## config.mk

```make
export PLATFORM = sky130hd
export DESIGN_NAME = sdbbr_cell
export DESIGN_NICKNAME = d
export VERILOG_FILES = /design/src/hdl/sdbbr_pkg.sv /design/src/hdl/sdbbr_cell.sv
export SDC_FILE = /design/constraint.sdc
export NUM_CORES = 1
export LEC_CHECK = 0
export BUFFER_PORTS_ARGS = -buffer_cell sky130_fd_sc_hd__buf_4
export CAP_MARGIN = 20
export CORE_MARGIN = 5
export CORE_UTILIZATION = 49
export DETAILED_ROUTE_END_ITERATION = 16
export PLACE_DENSITY = 0.78
export SYNTH_ARGS = -nofsm -noshare
export SYNTH_HDL_FRONTEND = slang
export SYNTH_SLANG_ARGS = --single-unit
export TNS_END_PERCENT = 20
```

## constraint.sdc

```tcl
create_clock -name clock -period 9.6 [get_ports clock]
set_clock_uncertainty 0.1 [all_clocks]
set_input_delay 2.88 -clock clock [delete_from_list [all_inputs] [get_ports clock]]
set_output_delay 2.88 -clock clock [all_outputs]
set_load 0.02 [all_outputs]
```

## src/hdl/sdbbr_pkg.sv

```systemverilog
// Shared types, constants and decode helpers for the sense-driven bad block remapper.
// Used by the controller, the table cells, the top level and the port checker.
`timescale 1ns / 1ps

package sdbbr_pkg;

   // Number of (bad, spare) pairs in the remap table, one per cell.
   localparam int TABLE_ENTRIES = 61;
   localparam int CNT_W         = $clog2(TABLE_ENTRIES + 1);

   // Reset value of the spare ceiling register.
   localparam logic [31:0] SPARE_CEILING_RESET = 32'd136;

   // Register map of the configuration port.
   localparam int          ADDR_W             = 3;
   localparam logic [ADDR_W-1:0] ADDR_SPARE_CEILING = 3'd0;

   // Outcome codes of a result.
   localparam logic [2:0] OUT_NONE        = 3'd0;
   localparam logic [2:0] OUT_MAPPED_NEW  = 3'd1;
   localparam logic [2:0] OUT_ALREADY     = 3'd2;
   localparam logic [2:0] OUT_UNLOCATED   = 3'd3;
   localparam logic [2:0] OUT_REPORTED    = 3'd4;
   localparam logic [2:0] OUT_TABLE_FULL  = 3'd5;
   localparam logic [2:0] OUT_BAD_SENSE   = 3'd6;

   // Sense format and field masks.
   localparam logic [7:0] FMT_MASK       = 8'h7E;
   localparam logic [7:0] FMT_EXTENDED   = 8'h70;
   localparam logic [7:0] EXT_MIN_LEN    = 8'd3;
   localparam logic [7:0] EXT_BLOCK_LEN  = 8'd7;
   localparam logic [7:0] EXT_ASC_LEN    = 8'd13;
   localparam logic [7:0] NONEXT_LEN     = 8'd4;

   // Extended sense keys: no sense, and the two that are mapped out.
   localparam logic [6:0] KEY_NO_SENSE   = 7'h00;
   localparam logic [6:0] KEY_RECOVERED  = 7'h01;
   localparam logic [6:0] KEY_MEDIUM     = 7'h03;

   // Non-extended error codes: no error, and the codes that are mapped out.
   localparam logic [6:0] NX_NO_ERROR    = 7'h00;
   localparam logic [6:0] NX_CODE_01     = 7'h01;
   localparam logic [6:0] NX_CODE_03     = 7'h03;
   localparam logic [6:0] NX_CODE_11     = 7'h11;
   localparam logic [6:0] NX_CODE_12     = 7'h12;
   localparam logic [6:0] NX_CODE_14     = 7'h14;
   localparam logic [6:0] NX_CODE_18     = 7'h18;
   localparam logic [6:0] NX_CODE_19     = 7'h19;

   // Search token that walks down the cell chain.
   typedef struct packed {
      logic [31:0]      key;     // bad block being looked up
      logic [CNT_W-1:0] remain;  // table entries still to compare
      logic             hit;     // block found in an earlier cell
      logic             placed;  // block already written into a free cell
      logic [31:0]      spare;   // new spare, or the stored one on a hit
   } token_type;

   // Controller sequencing.
   typedef enum logic [1:0] {
      ST_IDLE,
      ST_SEARCH,
      ST_FINISH
   } state_type;

   // True for the non-extended codes that denote a medium defect.
   function automatic logic nonext_mappable(input logic [6:0] code);
      logic hit;
      case (code) inside
         NX_CODE_01, NX_CODE_03, NX_CODE_11, NX_CODE_12,
         NX_CODE_14, NX_CODE_18, NX_CODE_19: hit = 1'b1;
         default:                            hit = 1'b0;
      endcase
      return hit;
   endfunction

endpackage

```

## src/hdl/sdbbr_cell.sv

```systemverilog
// One remap table cell: holds a (bad, spare) pair and passes the search token on.
// Depends on sdbbr_pkg for the token type.
`timescale 1ns / 1ps

module sdbbr_cell (
   input  logic                 clock,
   input  logic                 reset,
   input  logic                 prev_valid,
   input  sdbbr_pkg::token_type prev_tok,
   output logic                 next_valid,
   output sdbbr_pkg::token_type next_tok
);

   logic [31:0]          bad_ff;
   logic [31:0]          spare_ff;
   logic                 valid_ff;
   sdbbr_pkg::token_type tok_ff;
   sdbbr_pkg::token_type tok_in;
   logic                 match;
   logic                 place;

   // Compare against the stored entry while the token still covers live entries.
   // The first cell past the live entries takes the block when nothing matched.
   always_comb begin
      match  = prev_valid && (prev_tok.remain != '0) && !prev_tok.hit &&
               (bad_ff == prev_tok.key);
      place  = prev_valid && (prev_tok.remain == '0) && !prev_tok.hit &&
               !prev_tok.placed;
      tok_in = prev_tok;
      if (prev_tok.remain != '0) begin
         tok_in.remain = prev_tok.remain - sdbbr_pkg::CNT_W'(1);
      end
      if (match) begin
         tok_in.hit   = 1'b1;
         tok_in.spare = spare_ff;
      end
      if (place) begin
         tok_in.placed = 1'b1;
      end
   end

   // Token stage toward the next cell.
   always_ff @(posedge clock) begin
      if (reset) begin
         valid_ff <= 1'b0;
      end else begin
         valid_ff <= prev_valid;
      end
   end

   always_ff @(posedge clock) begin
      tok_ff <= tok_in;
   end

   // Table entry storage.
   always_ff @(posedge clock) begin
      if (place) begin
         bad_ff   <= prev_tok.key;
         spare_ff <= prev_tok.spare;
      end
   end

   assign next_valid = valid_ff;
   assign next_tok   = tok_ff;

endmodule

```

==> results.md <==
Status:
- The flow ran to the end, and the final reports show no timing, DRC or antenna violations.

Global routing:
- The initial antenna violation count is 0.
- The overflow left after global routing is 0.
- The number of global-route vias before repair is about 2.7k.
- The first global-routing pass estimated about 14,000 µm of wire.
- In the global route stage, overall resource usage came out at ~16%.
- Entering global routing, the biggest net connects 39 pins.

STA:
- Setup repair after global routing left no endpoint under its margin.
- Setup violations remaining at the end of the flow were counted as 0.
- The number of pins exceeding their max-slew limit in the final report was 0.
- The shortest period the worst path allows is between 4 and 5 ns.
- Headroom to the max-slew limit came out at about 67%.
- The hold violation total from the final report is 0.
- The slew of the pin with the lowest slew margin is a little under 0.5 ns.
- Dividing the final minimum period by the clock period gives between 50% and 60%.
- The total negative slack for setup checks is 0 ns.
- The achievable clock frequency is 0.208 GHz.

Finish:
- The number of fillers in the final layout is between 500 and 600.
- Summing all non-filler instances in the final layout gives an area of 6240 µm².
- The layout-stage area growth over the synthesis result is 44.5%.
- The combined flip-flop and latch cell area is ~3400 µm².
- Summing all multi-input logic gate instances after layout gives approximately 900 µm².
- Cells with a size suffix above 1 make up about half of the layout.
- At the end of the flow, the number of nets in the layout was approximately 490.
- The repair_antennas step left the layout with diodes totalling 0.

Pwr:
- In this run the power density over the cells is between 200 and 250 nW/µm².
- Overall power consumption after layout is estimated at between 1000 and 1500 µW.
- Across the VDD grid, the largest voltage drop is roughly 0.13 mV.
- The leakage power total is 0.00259 µW.

Clock network:
- The clock tree synthesis step divided the H-tree into 4 levels.
- For the worst-skew pair, the clock arrives at the later sink with an insertion delay of approximately 0.50 ns.
- TritonCTS built the clock tree.
- The clock-pin slew on the worst setup and hold paths is around 0.060 ns.
- Buffers added to address setup during post-CTS repair amount to 0.
- Counting every sink on the clock net gives between 100 and 150.
- The number of gates resized after cts is 0.
- The clock passes through at most 2 buffers.
- The clock root buffer is sky130_fd_sc_hd__clkbuf_8.
- The number of buffers inserted for hold repair after clock tree synthesis is 0.
- Counting the buffers created by CTS gives 17.

Logic synthesis:
- Ranked by instance count, the synthesized netlist is headed by sky130_fd_sc_hd__dfxtp_1, sky130_fd_sc_hd__edfxtp_1, sky130_fd_sc_hd__mux2_2, sky130_fd_sc_hd__xor2_1, sky130_fd_sc_hd__xnor2_1.
- After synthesis the netlist holds a flip-flop and latch count of about 140.
- Ranked by total cell area, the synthesized netlist is headed by sky130_fd_sc_hd__edfxtp_1, sky130_fd_sc_hd__dfxtp_1, sky130_fd_sc_hd__mux2_2.
- The most numerous cell in the Yosys netlist is sky130_fd_sc_hd__dfxtp_1.
- The biggest area contributor in the post-synthesis netlist is sky130_fd_sc_hd__edfxtp_1.
- The synthesized net count is about 320.
- The synthesized design devotes to its leading area cell type between 40 and 50% of total area.
- The number of synthesized flops with an enable pin is 64.
- Averaged over all synthesized cells, the footprint is about 18 µm².
- The number of standard cells after synthesis is 244.
- For this run, the register share of the synthesized area comes to slightly below 80%.
- The number of different library cells used by synthesis comes to 23.
- In this run the cell area of the synthesized design comes to 4320 µm².
- For this run, the number of Yosys warnings is 0.
- In the synthesized netlist the async set-or-reset flop fraction comes to 0%.
- In the synthesized netlist the dominant register cell turns out to be sky130_fd_sc_hd__dfxtp_1.

Setup path:
- In this design, the critical path's most frequently occurring cell is sky130_fd_sc_hd__buf_4.
- For the worst flop-to-flop path, the logic depth is 6.
- The capture point of the worst reg-to-reg path is next_tok[12].
- The signal on the critical path passes through buf_4 > inv_1 > ha_1 > nor2b_1 > and2_4 > or4_4 > nor3_4 > buf_4 > mux2_2.
- The worst setup path is captured at a flop.
- The critical path in this run is classified as input pin to flop.
- The element type at the critical path start is an input pin.
- On the worst path, the slowest cell contributes a delay of about 0.54 ns.
- The critical path data required time is roughly 10 ns.
- The minimum setup slack among reg-to-reg paths is about 7.3 ns.
- The cell with the largest stage delay on the worst path is sky130_fd_sc_hd__or4_4.
- The launch point of the worst reg-to-reg path is bad_ff[26].
- The critical path data arrival time is 5.08 ns.
- In this run the worst path has a maximum fanout of 33.

Floorplanning:
- The vertical die dimension is between 100 and 150 µm.
- Once the floorplan was initialized, standard cells occupied 50.0% of the core.
- The area of the die is about 11,000 µm².
- The placeable core area is 8640 µm².
- After floorplanning, the core was divided into 34 placement rows.
- The top-level I/O count is 148.
- The die is 104 µm wide.

Flow run:
- The number of max-capacitance violations reported is 0.

Detailed routing:
- The detail route stage leaves a number of antenna-violating nets equal to 0.
- Using the TritonRoute via totals, the vias-per-cell ratio works out to 4.70.
- Dividing the detail-routed wire length by the instance count gives about 16 µm.
- After detailed routing, the number of remaining DRC violations is 0.
- In this run, the number of DRC markers left after iteration 0 of detailed routing was between 80 and 90.
- The first-pass iteration count of the detailed router is 5.
- The routed design has 8580 µm of wire.
- The total via count in the routed design is 2,494.

Place:
- The post-placement cell area is ~5500 µm².
- The count of buffers from port buffering is roughly 150.
- The total half-perimeter wirelength after legalization and detailed placement is 6040 µm.
- Routability-driven placement finished with a final weighted congestion of 0.758.

Worst hold path:
- The worst hold path begins at spare_ff[28].
- Along the worst hold path, the cell count comes to 1.
- The type of the most critical hold path is flop to flop.
- The path with the worst hold slack has its endpoint at next_tok[28].
registers in the layout, summed over array words and instances, names as in the netlist:
register    count
bad_ff         32
spare_ff       32
next_valid      1
next_tok       72
metrics by stage:
stage,hold WS [ns],setup slack (ns),utilization (%),instances
finish,0.363,4.80,72.2,531
detailed placement,0.354,4.29,64.3,499
floorplan,0.332,1.10,-,244
global placement,0.342,4.34,64.3,499
CTS,0.365,4.81,72.2,531
global route,0.383,4.72,72.2,531
metal layers:
layer | wire length (µm) | share of wire, % | vias to the layer above | global-route usage, %
met3 | 593 | 6.9 | 12 | 6.58
met4 | 145 | 1.7 | 0 | 6.48
met5 | 0 | 0 | - | 0
met1 | 3380 | 39 | 1191 | 17.7
met2 | 4470 | 52 | 90 | 27.3
li1 | - | - | 1201 | -
report_power, final:
part / internal [µW] / switching [µW]
clock network: 506 / 243
logic: 50.5 / 47.3
registers: 628 / 4.89
total: 1180 / 295
how the worst max path moves through the flow:
stage	from	endpoint	slack (ns)	depth (start not counted)
6_report	prev_tok[34]	next_tok[12]	4.80	9
5_1_grt	prev_tok[34]	next_tok[12]	4.72	9
4_1_cts	prev_tok[34]	next_tok[12]	4.81	9
3_5_place_dp	prev_tok[34]	next_tok[12]	4.29	9
3_3_place_gp	prev_tok[34]	next_tok[8]	4.34	9
2_1_floorplan	prev_tok[34]	next_tok[32]	1.10	6
kinds of logic after synthesis:
family | after synthesis | synth area share, %
AOI/OAI and AO/OA | 2 | 0.290
xor gates and xnor gates | 36 | 7.30
and+or+nand+nor | 30 | 4.15
muxes | 32 | 8.35
DFF | 137 | 78.4
adders and majority gates | 2 | 0.580
buffers and inverters | 5 | 0.957
cell type report:
| type | count | share of cell area [%] |
|---|---|---|
| clock buffer | 19 | 6.76 |
| clock inverter | 13 | 4.25 |
| inverter | 2 | 0.120 |
| multi-input combinational | 102 | 14.4 |
| sequential | 137 | 54.3 |
| tap | 108 | 2.17 |
| timing repair buffer | 150 | 18.1 |
critical path: cells and delay by family:
family        cells  cell delay, ns
buf+inv           3            0.57
mux               1            0.40
simple gates      4            1.03
fa+ha+maj         1            0.19
layout by cell type, fill, tap and decap left out, drive strengths merged:
| cell | count |
|---|---|
| clkbuf | 19 |
| inv | 6 |
| or4 | 1 |
| clkinv | 2 |
| nand4 | 2 |
| and2 | 1 |
| a21oi | 1 |
| xnor2 | 7 |
| nand3 | 2 |
| bufinv | 7 |
| dfxtp | 73 |
| nand2b | 1 |
| nor2 | 5 |
| nor3 | 6 |
| xor2 | 29 |
| edfxtp | 64 |
| nor2b | 2 |
| nand2 | 2 |
| nor4 | 6 |
| ha | 2 |
| or2 | 2 |
| a21o | 1 |
| mux2 | 32 |
| buf | 150 |
Power figures use the tool's default switching activity.
