$ cat src/hdl/sdbbr_pkg.sv
// Shared types, constants and decode helpers for the sense-driven bad block remapper.
// Used by the controller, the table cells, the top level and the port checker.
`timescale 1ns / 1ps

package sdbbr_pkg;

   // Number of (bad, spare) pairs in the remap table, one per cell.
   localparam int TABLE_ENTRIES = 61;
   localparam int CNT_W         = $clog2(TABLE_ENTRIES + 1);

   // Reset value of the spare ceiling register.
   localparam logic [31:0] SPARE_CEILING_RESET = 32'd136;

   // Register map of the configuration port.
   localparam int          ADDR_W             = 3;
   localparam logic [ADDR_W-1:0] ADDR_SPARE_CEILING = 3'd0;

   // Outcome codes of a result.
   localparam logic [2:0] OUT_NONE        = 3'd0;
   localparam logic [2:0] OUT_MAPPED_NEW  = 3'd1;
   localparam logic [2:0] OUT_ALREADY     = 3'd2;
   localparam logic [2:0] OUT_UNLOCATED   = 3'd3;
   localparam logic [2:0] OUT_REPORTED    = 3'd4;
   localparam logic [2:0] OUT_TABLE_FULL  = 3'd5;
   localparam logic [2:0] OUT_BAD_SENSE   = 3'd6;

   // Sense format and field masks.
   localparam logic [7:0] FMT_MASK       = 8'h7E;
   localparam logic [7:0] FMT_EXTENDED   = 8'h70;
   localparam logic [7:0] EXT_MIN_LEN    = 8'd3;
   localparam logic [7:0] EXT_BLOCK_LEN  = 8'd7;
   localparam logic [7:0] EXT_ASC_LEN    = 8'd13;
   localparam logic [7:0] NONEXT_LEN     = 8'd4;

   // Extended sense keys: no sense, and the two that are mapped out.
   localparam logic [6:0] KEY_NO_SENSE   = 7'h00;
   localparam logic [6:0] KEY_RECOVERED  = 7'h01;
   localparam logic [6:0] KEY_MEDIUM     = 7'h03;

   // Non-extended error codes: no error, and the codes that are mapped out.
   localparam logic [6:0] NX_NO_ERROR    = 7'h00;
   localparam logic [6:0] NX_CODE_01     = 7'h01;
   localparam logic [6:0] NX_CODE_03     = 7'h03;
   localparam logic [6:0] NX_CODE_11     = 7'h11;
   localparam logic [6:0] NX_CODE_12     = 7'h12;
   localparam logic [6:0] NX_CODE_14     = 7'h14;
   localparam logic [6:0] NX_CODE_18     = 7'h18;
   localparam logic [6:0] NX_CODE_19     = 7'h19;

   // Search token that walks down the cell chain.
   typedef struct packed {
      logic [31:0]      key;     // bad block being looked up
      logic [CNT_W-1:0] remain;  // table entries still to compare
      logic             hit;     // block found in an earlier cell
      logic             placed;  // block already written into a free cell
      logic [31:0]      spare;   // new spare, or the stored one on a hit
   } token_type;

   // Controller sequencing.
   typedef enum logic [1:0] {
      ST_IDLE,
      ST_SEARCH,
      ST_FINISH
   } state_type;

   // True for the non-extended codes that denote a medium defect.
   function automatic logic nonext_mappable(input logic [6:0] code);
      logic hit;
      case (code) inside
         NX_CODE_01, NX_CODE_03, NX_CODE_11, NX_CODE_12,
         NX_CODE_14, NX_CODE_18, NX_CODE_19: hit = 1'b1;
         default:                            hit = 1'b0;
      endcase
      return hit;
   endfunction

endpackage

$ cat src/hdl/sdbbr_ctrl.sv
// Sense decoder, remap bookkeeping, register port and result register.
// Depends on sdbbr_pkg; drives the head of the cell chain and reads its tail.
`timescale 1ns / 1ps

module sdbbr_ctrl (
   input  logic                        clock,
   input  logic                        reset,
   // Request channel.
   input  logic                        req_valid,
   output logic                        req_stall,
   input  logic [7:0]                  req_scsi_status,
   input  logic [7:0]                  req_sense_length,
   input  logic [7:0]                  req_sense_byte0,
   input  logic [7:0]                  req_sense_byte1,
   input  logic [7:0]                  req_sense_byte2,
   input  logic [7:0]                  req_sense_byte3,
   input  logic [7:0]                  req_sense_byte4,
   input  logic [7:0]                  req_sense_byte5,
   input  logic [7:0]                  req_sense_byte6,
   input  logic [7:0]                  req_sense_byte12,
   input  logic                        req_driver_error_clear,
   // Result channel.
   output logic                        rsp_valid,
   input  logic                        rsp_stall,
   output logic [2:0]                  rsp_outcome,
   output logic [6:0]                  rsp_sense_key,
   output logic [31:0]                 rsp_error_block,
   output logic [31:0]                 rsp_replacement_block,
   output logic                        rsp_resume_valid,
   output logic [31:0]                 rsp_resume_block,
   output logic [31:0]                 rsp_error_count,
   // Register port.
   input  logic                        psel,
   input  logic                        penable,
   input  logic                        pwrite,
   input  logic [sdbbr_pkg::ADDR_W-1:0] paddr,
   input  logic [31:0]                 pwdata,
   output logic [31:0]                 prdata,
   output logic                        pready,
   // Cell chain.
   output logic                        head_valid,
   output sdbbr_pkg::token_type        head_tok,
   input  logic                        tail_valid,
   input  sdbbr_pkg::token_type        tail_tok
);

   sdbbr_pkg::state_type          state_ff, state_in;
   logic [31:0]                   spare_ceiling_ff;
   logic [31:0]                   next_spare_ff;
   logic [sdbbr_pkg::CNT_W-1:0]   entry_count_ff;
   logic [31:0]                   bad_total_ff;
   logic                          head_valid_ff;
   sdbbr_pkg::token_type          head_tok_ff;

   // Result held between decode or search and the output register.
   logic [2:0]                    pend_outcome_ff;
   logic [6:0]                    pend_key_ff;
   logic [31:0]                   pend_block_ff;
   logic [31:0]                   pend_repl_ff;
   logic                          pend_resume_ff;
   logic [31:0]                   pend_count_ff;

   // Output register.
   logic                          rsp_valid_ff;
   logic [2:0]                    rsp_outcome_ff;
   logic [6:0]                    rsp_key_ff;
   logic [31:0]                   rsp_block_ff;
   logic [31:0]                   rsp_repl_ff;
   logic                          rsp_resume_ff;
   logic [31:0]                   rsp_resume_block_ff;
   logic [31:0]                   rsp_count_ff;

   // Decode results.
   logic                          ext_fmt;
   logic                          nonext_fmt;
   logic                          dec_blk_valid;
   logic [31:0]                   dec_block;
   logic [6:0]                    dec_key;
   logic                          dec_mappable;
   logic                          dec_no_error;
   logic                          dec_err_clear;
   logic [2:0]                    dec_outcome;
   logic                          dec_resume;
   logic                          dec_search;
   logic                          dec_bump;
   logic                          table_full;

   logic                          accept;
   logic                          out_load;
   logic                          launch;
   logic                          cfg_write;

   // Register port.
   assign cfg_write = psel && penable && pwrite && (paddr == sdbbr_pkg::ADDR_SPARE_CEILING);
   assign pready    = 1'b1;
   assign prdata    = (paddr == sdbbr_pkg::ADDR_SPARE_CEILING) ? spare_ceiling_ff : '0;

   assign table_full = (entry_count_ff == sdbbr_pkg::CNT_W'(sdbbr_pkg::TABLE_ENTRIES));

   // Sense decode of the offered request.
   always_comb begin
      ext_fmt       = (req_sense_length >= sdbbr_pkg::EXT_MIN_LEN) &&
                      ((req_sense_byte0 & sdbbr_pkg::FMT_MASK) == sdbbr_pkg::FMT_EXTENDED);
      nonext_fmt    = !ext_fmt && (req_sense_length == sdbbr_pkg::NONEXT_LEN);
      dec_blk_valid = 1'b0;
      dec_block     = '0;
      dec_key       = '0;
      dec_mappable  = 1'b0;
      dec_no_error  = 1'b0;
      dec_err_clear = req_driver_error_clear;
      dec_outcome   = sdbbr_pkg::OUT_NONE;
      dec_resume    = 1'b0;
      dec_search    = 1'b0;
      dec_bump      = 1'b0;
      if (req_scsi_status != 8'd0) begin
         if (ext_fmt) begin
            dec_blk_valid = (req_sense_length >= sdbbr_pkg::EXT_BLOCK_LEN) && req_sense_byte0[7];
            dec_block     = {req_sense_byte3, req_sense_byte4, req_sense_byte5, req_sense_byte6};
            dec_key       = {3'b000, req_sense_byte2[3:0]};
            dec_mappable  = (dec_key == sdbbr_pkg::KEY_MEDIUM) ||
                            (dec_key == sdbbr_pkg::KEY_RECOVERED);
            dec_no_error  = (dec_key == sdbbr_pkg::KEY_NO_SENSE) &&
                            !((req_sense_length >= sdbbr_pkg::EXT_ASC_LEN) &&
                              (req_sense_byte12 != 8'd0));
         end else if (nonext_fmt) begin
            dec_blk_valid = req_sense_byte0[7];
            dec_block     = {11'd0, req_sense_byte1[4:0], req_sense_byte2, req_sense_byte3};
            dec_key       = req_sense_byte0[6:0];
            dec_mappable  = sdbbr_pkg::nonext_mappable(dec_key);
            dec_no_error  = (dec_key == sdbbr_pkg::NX_NO_ERROR);
            if (dec_no_error) begin
               dec_err_clear = 1'b1;
            end
         end else begin
            dec_outcome = sdbbr_pkg::OUT_BAD_SENSE;
         end
         if (ext_fmt || nonext_fmt) begin
            if (dec_mappable) begin
               dec_bump = 1'b1;
               if (!dec_blk_valid) begin
                  dec_outcome = sdbbr_pkg::OUT_UNLOCATED;
               end else if (table_full) begin
                  dec_outcome = sdbbr_pkg::OUT_TABLE_FULL;
               end else begin
                  // Outcome and spare come back from the chain; mapping clears the error.
                  dec_search = 1'b1;
                  dec_resume = 1'b1;
               end
            end else begin
               dec_outcome = dec_no_error ? sdbbr_pkg::OUT_NONE : sdbbr_pkg::OUT_REPORTED;
               dec_resume  = dec_blk_valid && dec_err_clear;
            end
         end
      end
   end

   // Next state.
   always_comb begin
      state_in = state_ff;
      case (state_ff)
         sdbbr_pkg::ST_IDLE: begin
            if (req_valid) begin
               state_in = dec_search ? sdbbr_pkg::ST_SEARCH : sdbbr_pkg::ST_FINISH;
            end
         end
         sdbbr_pkg::ST_SEARCH: begin
            if (tail_valid) begin
               state_in = sdbbr_pkg::ST_FINISH;
            end
         end
         sdbbr_pkg::ST_FINISH: begin
            if (!rsp_valid_ff || !rsp_stall) begin
               state_in = sdbbr_pkg::ST_IDLE;
            end
         end
         default: state_in = sdbbr_pkg::ST_IDLE;
      endcase
   end

   // State outputs.
   always_comb begin
      req_stall = 1'b1;
      out_load  = 1'b0;
      case (state_ff)
         sdbbr_pkg::ST_IDLE:   req_stall = 1'b0;
         sdbbr_pkg::ST_SEARCH: req_stall = 1'b1;
         sdbbr_pkg::ST_FINISH: out_load  = !rsp_valid_ff || !rsp_stall;
         default:              req_stall = 1'b1;
      endcase
   end

   assign accept = req_valid && !req_stall;
   assign launch = accept && dec_search;

   always_ff @(posedge clock) begin
      if (reset) begin
         state_ff <= sdbbr_pkg::ST_IDLE;
      end else begin
         state_ff <= state_in;
      end
   end

   // Remap bookkeeping: spare ceiling, next spare, fill count and error count.
   always_ff @(posedge clock) begin
      if (reset) begin
         spare_ceiling_ff <= sdbbr_pkg::SPARE_CEILING_RESET;
         next_spare_ff    <= sdbbr_pkg::SPARE_CEILING_RESET;
         entry_count_ff   <= '0;
         bad_total_ff     <= '0;
      end else begin
         if (cfg_write) begin
            spare_ceiling_ff <= pwdata;
            next_spare_ff    <= pwdata;
         end
         if (accept && dec_bump) begin
            bad_total_ff <= bad_total_ff + 32'd1;
         end
         if (tail_valid && !tail_tok.hit) begin
            next_spare_ff  <= tail_tok.spare;
            entry_count_ff <= entry_count_ff + sdbbr_pkg::CNT_W'(1);
         end
      end
   end

   // Chain head: a token starts the search at the first cell.
   always_ff @(posedge clock) begin
      if (reset) begin
         head_valid_ff <= 1'b0;
      end else begin
         head_valid_ff <= launch;
      end
   end

   always_ff @(posedge clock) begin
      if (launch) begin
         head_tok_ff.key    <= dec_block;
         head_tok_ff.remain <= entry_count_ff;
         head_tok_ff.hit    <= 1'b0;
         head_tok_ff.placed <= 1'b0;
         head_tok_ff.spare  <= next_spare_ff - 32'd1;
      end
   end

   assign head_valid = head_valid_ff;
   assign head_tok   = head_tok_ff;

   // Pending result: filled at decode, completed when the token leaves the chain.
   always_ff @(posedge clock) begin
      if (accept) begin
         pend_outcome_ff <= dec_outcome;
         pend_key_ff     <= dec_key;
         pend_block_ff   <= dec_blk_valid ? dec_block : '0;
         pend_repl_ff    <= '0;
         pend_resume_ff  <= dec_resume;
         pend_count_ff   <= dec_bump ? bad_total_ff + 32'd1 : bad_total_ff;
      end else if (tail_valid) begin
         pend_outcome_ff <= tail_tok.hit ? sdbbr_pkg::OUT_ALREADY : sdbbr_pkg::OUT_MAPPED_NEW;
         pend_repl_ff    <= tail_tok.spare;
      end
   end

   // Output register.
   always_ff @(posedge clock) begin
      if (reset) begin
         rsp_valid_ff <= 1'b0;
      end else if (out_load) begin
         rsp_valid_ff <= 1'b1;
      end else if (!rsp_stall) begin
         rsp_valid_ff <= 1'b0;
      end
   end

   always_ff @(posedge clock) begin
      if (out_load) begin
         rsp_outcome_ff      <= pend_outcome_ff;
         rsp_key_ff          <= pend_key_ff;
         rsp_block_ff        <= pend_block_ff;
         rsp_repl_ff         <= pend_repl_ff;
         rsp_resume_ff       <= pend_resume_ff;
         rsp_resume_block_ff <= pend_resume_ff ? pend_block_ff + 32'd1 : '0;
         rsp_count_ff        <= pend_count_ff;
      end
   end

   assign rsp_valid             = rsp_valid_ff;
   assign rsp_outcome           = rsp_outcome_ff;
   assign rsp_sense_key         = rsp_key_ff;
   assign rsp_error_block       = rsp_block_ff;
   assign rsp_replacement_block = rsp_repl_ff;
   assign rsp_resume_valid      = rsp_resume_ff;
   assign rsp_resume_block      = rsp_resume_block_ff;
   assign rsp_error_count       = rsp_count_ff;

endmodule

$ cat config.mk
export PLATFORM = sky130hd
export DESIGN_NAME = sdbbr_ctrl
export DESIGN_NICKNAME = d
export VERILOG_FILES = /design/src/hdl/sdbbr_pkg.sv /design/src/hdl/sdbbr_ctrl.sv
export SDC_FILE = /design/constraint.sdc
export NUM_CORES = 1
export LEC_CHECK = 0
export BUFFER_PORTS_ARGS = -buffer_cell sky130_fd_sc_hd__buf_4
export CAP_MARGIN = 20
export CORE_MARGIN = 2
export CORE_UTILIZATION = 40
export DETAILED_ROUTE_END_ITERATION = 8
export PLACE_DENSITY = 0.71
export SETUP_SLACK_MARGIN = 0.2
export SLEW_MARGIN = 30
export SYNTH_ARGS = -nofsm -noshare
export SYNTH_HDL_FRONTEND = slang
export SYNTH_SLANG_ARGS = --single-unit
export TNS_END_PERCENT = 100
$ cat constraint.sdc
create_clock -name clock -period 12.6 [get_ports clock]
set_input_delay 2.52 -clock clock [delete_from_list [all_inputs] [get_ports clock]]
set_output_delay 2.52 -clock clock [all_outputs]
set_load 0.01 [all_outputs]
==> results of run 1 <==
## final cells by class
class                   count  area, um2  share of cell area [%]
clock buffers              58       1220                    5.53
repair buffers            412       3100                    14.1
clock inverters            25        243                    1.10
inverters                  14       56.3                   0.256
well taps                 539        674                    3.07
diodes                      2       5.00                  0.0228
multi-input cells         887       5400                    24.6
flip-flops and latches    422      11300                    51.3
## state kept, by name, summed over array words and instances, names as in the netlist
register	flops
pend_outcome_ff	3
head_tok	70
bad_total_ff	32
rsp_error_block	32
pend_count_ff	32
rsp_resume_block	32
pend_key_ff	7
rsp_valid	1
head_valid	1
entry_count_ff	6
state_ff	2
pend_repl_ff	32
rsp_error_count	32
rsp_sense_key	7
spare_ceiling_ff	32
rsp_resume_valid	1
rsp_replacement_block	32
pend_block_ff	32
next_spare_ff	32
pend_resume_ff	1
rsp_outcome	3
## cell usage in the layout (no fill, tap or decap), drive strengths merged, types with 15 or more instances in the layout
cell type  count
clkinv        18
nor4          15
nand3         35
mux2i         34
dfxtp        138
edfxtp       284
buf          412
xor2          54
xnor2         37
nor3          30
o21ai         31
a21oi         67
clkbuf        58
nor2         121
a22o          18
nor2b         19
and3          23
or3           30
nand2        151
a311oi        30
and2          79
nand4         15
## report_power, final
group | switching (mW) | leakage [nW] | total (mW) | internal (mW)
sequential | 0.0358 | 3.67 | 1.58 | 1.54
clock | 0.537 | 0.705 | 1.30 | 0.766
combinational | 0.106 | 4.02 | 0.199 | 0.0922
total | 0.679 | 8.40 | 3.08 | 2.40
## metal layers
| metal | track usage [%] | routed length, um | vias to the layer above |
|---|---|---|---|
| met1 | 24.6 | 18000 | 5999 |
| met5 | 0 | 13 | - |
| met4 | 7.09 | 1090 | 2 |
| met3 | 6.64 | 4260 | 67 |
| li1 | - | - | 5832 |
| met2 | 35.3 | 23000 | 514 |
## critical path, stage by stage
cell	delay [ns]
buf_4	0.12
nor4_2	0.29
buf_4	0.19
nand3_1	0.23
nor2_2	0.63
o21a_1	0.69
or3b_2	0.57
clkinv_2	0.46
buf_4	0.56
## through the flow
stage          power [mW]  setup slack [ns]  area [um2]
2_1_floorplan        1.70              2.69       17000
3_5_place_dp         1.81              5.86       20500
3_3_place_gp         1.80              5.62       20500
5_1_grt              3.18              6.28       22000
6_report             3.08              6.48       22000
4_1_cts              3.11              6.45       22000
## final timing paths
kind	cells after the start	slack [ns]	from	end
max	9	6.48	req_sense_length[7]	head_tok[39]$_DFFE_PP_
min	0	0.42	pend_count_ff[13]$_DFFE_PP_	rsp_error_count[13]$_DFFE_PP_
max reg2reg	7	9.39	state_ff[1]$_SDFFE_PP0P_	head_tok[39]$_DFFE_PP_
min reg2reg	0	0.42	pend_count_ff[13]$_DFFE_PP_	rsp_error_count[13]$_DFFE_PP_
## cells by family (layout without fill, tap and decap cells)
family / count (synthesis) / after routing / share of synthesized area (%)
flops: 422 / 422 / 66.6
simple gates: 562 / 562 / 16.7
compound gates: 191 / 191 / 7.66
buf+inv: 82 / 509 / 1.91
mux: 35 / 35 / 2.07
fa+ha+maj: 5 / 5 / 0.369
xor+xnor: 91 / 91 / 4.70
other cells: 2 / 5 / 0.0443
==> out/qor.yml, run 1 <==
grt_pass1_wl_um: 69600
place_congestion: 0.870
max_freq_mhz: 163
layoutNonFillerInstCount: 2359
drtPass1Iterations: 5
drive_gt1_share_pct: 27.5
ant_nets: 0
vdd_drop_max_uv: 92.6
yosys.cell_types.count: 58
layout_min_cycle_time_ns: 6.12
grt_util_all_layers_pct: 20.6
hold_viol: 0
dp.cells: 2273
status: "finished, final reports clean"
synth.most_common_cell: "edfxtp_1"
worst_hold_path_type: "reg2reg"
antenna_found_initial: 3
routedWlPerCell_um: 19.6
grt_pass1_vias: 12100
max_cap_viol_count: 0
ys_ff_latch: 422
hold_buffers: 0
arrival_ns: 6.32
start_kind: "input port"
place.port_buffers: 397
yosys.area.top_type_share_pct: 50.3
cts_buffer_depth: 3
synth_commonest_cells: "edfxtp_1 (284), nand2_1 (151), dfxtp_1 (138)"
synthToLayoutAreaGrowth_pct: 29.6
drc: 0
nFillCells: 3561
worstSetupPathType: "in2reg"
worstPathRequired_ns: 12.80
fin_skew_ns: 0.0129
cp_max_fo: 38
drt-vias-per-instance: 5.26
clkSinkCount: 422
ys_seq_area_share_pct: 66.6
std_cell_rows: 75
grt_overflow: 0
post-route-period-util_pct: 48.6
syn_area_per_cell_um2: 12.2
grt_max_degree: 76
die_w_um: 210
cts_tree: "built"
ios: 443
cts.reportedPaths.clkPinSlew_ns: 0.06
postLayoutCoreUtil_pct: 52.4
synth_area_um2: 17000
rsz0062_at_grt: "no"
place_hpwl_um: 32600
fin_hold_ws_ns: 0.415
finalSetupViolations: 0
synth_edf_count: 284
relSlewSlack_pct: 38.4
cts-root-buf: "clkbuf_16"
clk_latency_ns: 0.57
finalMaxSlewViolations: 0
die_h_um: 210
cp-end-kind: "flip-flop"
powerDensity_nw_per_um2: 140
numCtsBuffers: 45
routed_wl_um: 46300
layout.nets: 1983
core_um2: 41900
h-tree-depth: 2
netlist_instances: 1390
initial_core_util_pct: 40.4
synth_top_cell_by_area: "edfxtp_1"
die_area_um2: 44100
fin_tns_setup_ns: 0
post-cts-setup-buffer-count: 0
synth_top_flop_cell: "edfxtp_1"
leakage_nw: 8.40
ys_top_cells_by_area: "edfxtp_1 (50%), dfxtp_1 (16%), nand2_1 (3.3%)"
worst_pin_slew_ns: 0.924
cts_resized: 0
via_count: 12400
async_flop_share_pct: 0
drtIter0Drc: 753
yosys_warnings: 0
(Power assumes the default switching activity.)
==> run 2, diff against run 1 <==
Settings changed: PLACE_DENSITY 0.71 to 0.74.
Clock period 12.6 ns to 5.37 ns, I/O delays scaled along.
==> run 2 against run 1 <==
Compared with the run above: combinational power is 130% higher; routed wire length hardly changed; cell count hardly changed; setup slack worse by 5.0 ns; total power is 130% higher; final area hardly changed; first-iteration DRC count is 7.8% higher; hold slack better by 0.0014 ns; clock power is 130% higher.
==> out/qor.yml, run 2 (synthesis results as in run 1) <==
layout_common_cells: "buf_4 (413), edfxtp_1 (284), nand2_1 (151)"  # was buf_4 (410), edfxtp_1 (284), nand2_1 (151)
worstSetupPathType: "in2reg"  # unchanged
drive_gt1_share_pct: 27.5  # about the same
ios: 443  # unchanged
place_congestion: 0.859  # was 0.870
die_w_um: 210  # unchanged
start_kind: "input port"  # unchanged
leakage_nw: 8.42  # was 8.40 nW
final_common_cell: "buf_4"  # unchanged
place.port_buffers: 397  # unchanged
grt_pass1_wl_um: 70800  # was 69600 um
worst_hold_path_type: "reg2reg"  # unchanged
grt_max_degree: 90  # was 76
routed_wl_um: 46300  # about the same
ant_nets: 0  # unchanged
reg2reg_depth: 7  # unchanged
numCtsBuffers: 44  # was 45
max_cap_viol_count: 0  # unchanged
dp.cells: 2278  # was 2273
cts-root-buf: "clkbuf_16"  # unchanged
cp_max_fo: 32  # was 38
cts_buffer_depth: 3  # unchanged
hold_depth: 0  # unchanged
hold_buffers: 0  # unchanged
std_cell_rows: 75  # unchanged
die_h_um: 210  # unchanged
stdcell_area_um2: 22000  # about the same
hold_path_startpoint: "pend_key_ff[1]$_SDFFCE_PN0P_"  # was pend_count_ff[13]$_DFFE_PP_
vdd_drop_max_uv: 242  # was 92.6 uV
cts.reportedPaths.clkPinSlew_ns: 0.06  # about the same
largest_reg_flops: 70  # unchanged
cts_tree: "built"  # unchanged
drc: 0  # unchanged
post-cts-setup-buffer-count: 0  # unchanged
fin_skew_ns: 0.0199  # was 0.0129 ns
antenna_found_initial: 2  # was 3
die_area_um2: 44100  # unchanged
drtIter0Drc: 812  # was 753
h-tree-depth: 2  # unchanged
grt_util_all_layers_pct: 20.7  # was 20.6%
cp-end-kind: "flip-flop"  # unchanged
finalMaxSlewViolations: 0  # unchanged
clk_latency_ns: 0.56  # was 0.57 ns
fin_tns_setup_ns: 0  # unchanged
status: "finished, final reports clean"  # unchanged
place_hpwl_um: 32500  # was 32600 um
routedWlPerCell_um: 19.6  # about the same
grt_pass1_vias: 12500  # was 12100
setup_slack_ns: 1.49  # was 6.48 ns
synthToLayoutAreaGrowth_pct: 29.6  # about the same
cts_resized: 0  # unchanged
pre_cts_ws_ns: 0.890  # was 5.86 ns
drt-vias-per-instance: 5.30  # was 5.26
min_to: "rsp_sense_key[1]$_DFFE_PP_"  # was rsp_error_count[13]$_DFFE_PP_
r2r-start: "state_ff[0]$_SDFFE_PP0P_"  # was state_ff[1]$_SDFFE_PP0P_
clkSinkCount: 422  # unchanged
grt_overflow: 0  # unchanged
worstPathRequired_ns: 5.61  # was 12.80 ns
relSlewSlack_pct: 36.5  # was 38.4%
rsz0062_at_grt: "no"  # unchanged
finalSetupViolations: 0  # unchanged
layoutNonFillerInstCount: 2361  # was 2359
via_count: 12500  # was 12400
arrival_ns: 4.12  # was 6.32 ns
worst_pin_slew_ns: 0.952  # was 0.924 ns
max_freq_mhz: 257
layout_min_cycle_time_ns: 3.88
powerDensity_nw_per_um2: 324  # was 140 nW/um2
layout.nets: 1987  # was 1983
rrSetupSlack_ns: 2.54  # was 9.39 ns
p_total_mw: 7.12  # was 3.08 mW
r2r_end: "head_tok[45]$_DFFE_PP_"  # was head_tok[39]$_DFFE_PP_
hold_viol: 0  # unchanged
initial_core_util_pct: 40.4  # unchanged
post-route-period-util_pct: 72.3
place_area_um2: 20600  # was 20500 um2
core_um2: 41900  # unchanged
drtPass1Iterations: 5  # unchanged
-- run 2: power by group --
part | switching [mW] | total (mW) | internal, mW
clock | 1.25 | 2.95 | 1.69
sequential | 0.0885 | 3.71 | 3.62
combinational | 0.247 | 0.466 | 0.218
total | 1.59 | 7.12 | 5.53
-- run 2: worst max path at each step --
stage / from / end / slack [ns] / cells past startpoint
after detailed placement: req_sense_length[7] / head_tok[40]$_DFFE_PP_ / 0.89 / 8
after CTS: req_sense_length[7] / head_tok[43]$_DFFE_PP_ / 1.49 / 8
final: req_sense_length[7] / head_tok[45]$_DFFE_PP_ / 1.49 / 8
after global placement: req_sense_length[7] / head_tok[40]$_DFFE_PP_ / 0.99 / 8
after global routing: req_sense_length[7] / head_tok[71]$_DFFE_PP_ / 1.40 / 8
after floorplan: req_sense_byte0[1] / head_tok[0]$_DFFE_PP_ / 0.89 / 6
-- run 2: critical path: stages --
cell and delay [ns]:
buf_4 0.11, nor4_2 0.52, nand3_1 0.32, a2111oi_4 0.57, nor2_1 0.21, or3b_2 0.55
clkinv_2 0.44, buf_12 0.29
-- run 2: through the flow --
step	hold slack, ns	utilization (%)
6_report	0.417	52.4
5_1_grt	0.423	52.4
4_1_cts	0.413	52.3
3_5_place_dp	0.406	49.0
3_3_place_gp	0.401	49.0
2_1_floorplan	0.400	-
-- run 2: area by class of cell --
type / instances / area, um2
fillers: 3579 / 20000
flip-flops and latches: 422 / 11300
multi-input cells: 887 / 5390
repair buffers: 417 / 3180
clock buffers: 64 / 1270
well taps: 539 / 674
clock inverters: 17 / 125
inverters: 14 / 56.3
diodes: 1 / 2.50
-- run 2: metal layers --
metal	up-vias	global-route usage (%)	part of all wire [%]
met3	92	6.52	8.8
met5	-	0	0.028
met2	517	35.6	49
met4	2	7.83	3.3
met1	6071	24.3	38
li1	5835	-	-
==> run 3, diff against run 2 <==
Settings changed: PLACE_DENSITY 0.74 to 0.71.
Clock period 5.37 ns to 4 ns, I/O delays scaled along.
==> run 3 against run 2 <==
Compared with the run above: setup slack worse by 0.45 ns; critical path depth unchanged; cell count up 0.59%; clock power up 39%; non-clock buffer count up 13; clock skew down 0.0060 ns; sequential cell count unchanged; final area up 0.85%.
==> out/qor.yml, run 3 (synthesis results as in run 1) <==
h-tree-depth: 2  # unchanged
nFillCells: 3583  # was 3579
die_area_um2: 44100  # unchanged
worstPathRequired_ns: 4.24  # was 5.61 ns
clk_latency_ns: 0.57  # was 0.56 ns
drive_gt1_share_pct: 28.0  # was 27.5%
worstSetupPathType: "in2reg"  # unchanged
switching_share_pct: 22.0  # was 22.3%
layout_common_cells: "buf_4 (422), edfxtp_1 (284), nand2_1 (151)"  # was buf_4 (413), edfxtp_1 (284), nand2_1 (151)
routedWlPerCell_um: 19.6  # about the same
grt_max_degree: 62  # was 90
initial_core_util_pct: 40.4  # unchanged
cp_max_fo: 38  # was 32
finalSetupViolations: 0  # unchanged
cts_tree: "built"  # unchanged
start_kind: "input port"  # unchanged
antenna_found_initial: 3  # was 2
cp-end-kind: "flip-flop"  # unchanged
die_w_um: 210  # unchanged
cts_resized: 0  # unchanged
worst_pin_slew_ns: 0.930  # was 0.952 ns
place_hpwl_um: 33200  # was 32500 um
pre_cts_ws_ns: 0.504  # was 0.890 ns
routed_wl_um: 46600  # was 46300 um
p_clk_share_pct: 42.2  # was 41.4%
std_cell_rows: 75  # unchanged
grt_util_all_layers_pct: 20.8  # was 20.7%
place.port_buffers: 397  # unchanged
status: "finished, final reports clean"  # unchanged
max_freq_mhz: 337
powerDensity_nw_per_um2: 438  # was 324 nW/um2
fin_hold_ws_ns: 0.420  # was 0.417 ns
setup_slack_ns: 1.04  # was 1.49 ns
final_common_cell: "buf_4"  # unchanged
hold_buffers: 0  # unchanged
hold_depth: 0  # unchanged
via_count: 12500  # about the same
p_int_mw: 7.57  # was 5.53 mW
worst_hold_path_type: "reg2reg"  # unchanged
die_h_um: 210  # unchanged
grt_pass1_vias: 12300  # was 12500
clkSinkCount: 422  # unchanged
numCtsBuffers: 44  # unchanged
drc: 0  # unchanged
finalMaxSlewViolations: 0  # unchanged
synthToLayoutAreaGrowth_pct: 30.7  # was 29.6%
post-route-period-util_pct: 74.1
grt_pass1_wl_um: 70700  # was 70800 um
hold_path_startpoint: "pend_count_ff[27]$_DFFE_PP_"  # was pend_key_ff[1]$_SDFFCE_PN0P_
reg2reg_depth: 6  # was 7
max_cap_viol_count: 0  # unchanged
area.sequential_um2: 11300  # unchanged
arrival_ns: 3.21  # was 4.12 ns
place_congestion: 0.889  # was 0.859
power_frac_comb_pct: 6.6  # was 6.5%
cts-root-buf: "clkbuf_16"  # unchanged
drtIter0Drc: 866  # was 812
rsz0062_at_grt: "no"  # unchanged
r2r-start: "next_spare_ff[2]$_SDFFE_PP0P_"  # was state_ff[0]$_SDFFE_PP0P_
drtPass1Iterations: 5  # unchanged
multi_input_area_um2: 5390  # about the same
layout.nets: 2000  # was 1987
min_to: "rsp_error_count[27]$_DFFE_PP_"  # was rsp_sense_key[1]$_DFFE_PP_
fin_skew_ns: 0.0139  # was 0.0199 ns
largest_reg_flops: 70  # unchanged
p_sw_mw: 2.14  # was 1.59 mW
relSlewSlack_pct: 38.0  # was 36.5%
grt_overflow: 0  # unchanged
core_um2: 41900  # unchanged
layout_min_cycle_time_ns: 2.96
r2r_end: "head_tok[31]$_DFFE_PP_"  # was head_tok[45]$_DFFE_PP_
leakage_nw: 8.51  # was 8.42 nW
cts_buffer_depth: 3  # unchanged
fin_tns_setup_ns: 0  # unchanged
post-cts-setup-buffer-count: 0  # unchanged
hold_viol: 0  # unchanged
p_seq_share_pct: 51.2  # was 52.0%
ios: 443  # unchanged
rrSetupSlack_ns: 1.29  # was 2.54 ns
p_total_mw: 9.71  # was 7.12 mW
cts.reportedPaths.clkPinSlew_ns: 0.06  # about the same
vdd_drop_max_uv: 284  # was 242 uV
drt-vias-per-instance: 5.27  # was 5.30
ant_nets: 0  # unchanged
==> run 3: routing by layer <==
metal | up-vias | wire length (um) | share of wire, % | track usage, %
met5 | - | 27 | 0.058 | 0
met1 | 6045 | 17900 | 38 | 24.6
met3 | 97 | 4270 | 9.2 | 6.79
met2 | 507 | 22800 | 49 | 35.6
met4 | 4 | 1510 | 3.3 | 7.34
li1 | 5859 | - | - | -
==> run 3: worst max-delay path by stage <==
stage | from | to | slack, ns | cells past startpoint
final | req_sense_byte0[1] | head_tok[19]$_DFFE_PP_ | 1.04 | 8
after global routing | req_sense_byte0[1] | head_tok[19]$_DFFE_PP_ | 0.96 | 8
after CTS | req_sense_byte0[1] | head_tok[21]$_DFFE_PP_ | 1.10 | 8
after detailed placement | req_sense_byte0[1] | head_tok[16]$_DFFE_PP_ | 0.50 | 8
after global placement | req_sense_byte0[1] | head_tok[21]$_DFFE_PP_ | 0.53 | 8
after floorplan | req_valid | pend_block_ff[0]$_SDFFCE_PN0P_ | 0.36 | 3
==> run 3: power groups by stage <==
stage | sequential [mW] | combinational, mW | clock, mW
after floorplan | 5.07 | 0.262 | 0
after global placement | 5.06 | 0.625 | 0
after detailed placement | 5.06 | 0.638 | 0
after CTS | 4.97 | 0.641 | 4.20
after global routing | 4.99 | 0.696 | 4.37
final | 4.97 | 0.639 | 4.10
==> run 3: final cells by class <==
class | instances | share of cell area, %
flip-flops and latches | 422 | 50.9
multi-input cells | 887 | 24.3
repair buffers | 430 | 15.0
clock buffers | 67 | 5.78
well taps | 539 | 3.04
clock inverters | 15 | 0.728
inverters | 14 | 0.265
diodes | 1 | 0.0113
==> run 3: per-stage QoR <==
| step | cell area (um2) | util (%) | std cells |
|---|---|---|---|
| after floorplan | 17000 | - | 1391 |
| after global placement | 20700 | 49.4 | 2291 |
| after detailed placement | 20700 | 49.4 | 2291 |
| after CTS | 22200 | 52.8 | 2373 |
| after global routing | 22200 | 52.9 | 2374 |
| final | 22200 | 52.9 | 2375 |
==> run 3: critical path, stage by stage <==
cell	delay (ns)
buf_4	0.13
or3_1	0.43
or2_1	0.35
a211oi_4	0.42
nor2_1	0.12
or3b_2	0.53
clkinvlp_4	0.14
buf_12	0.25
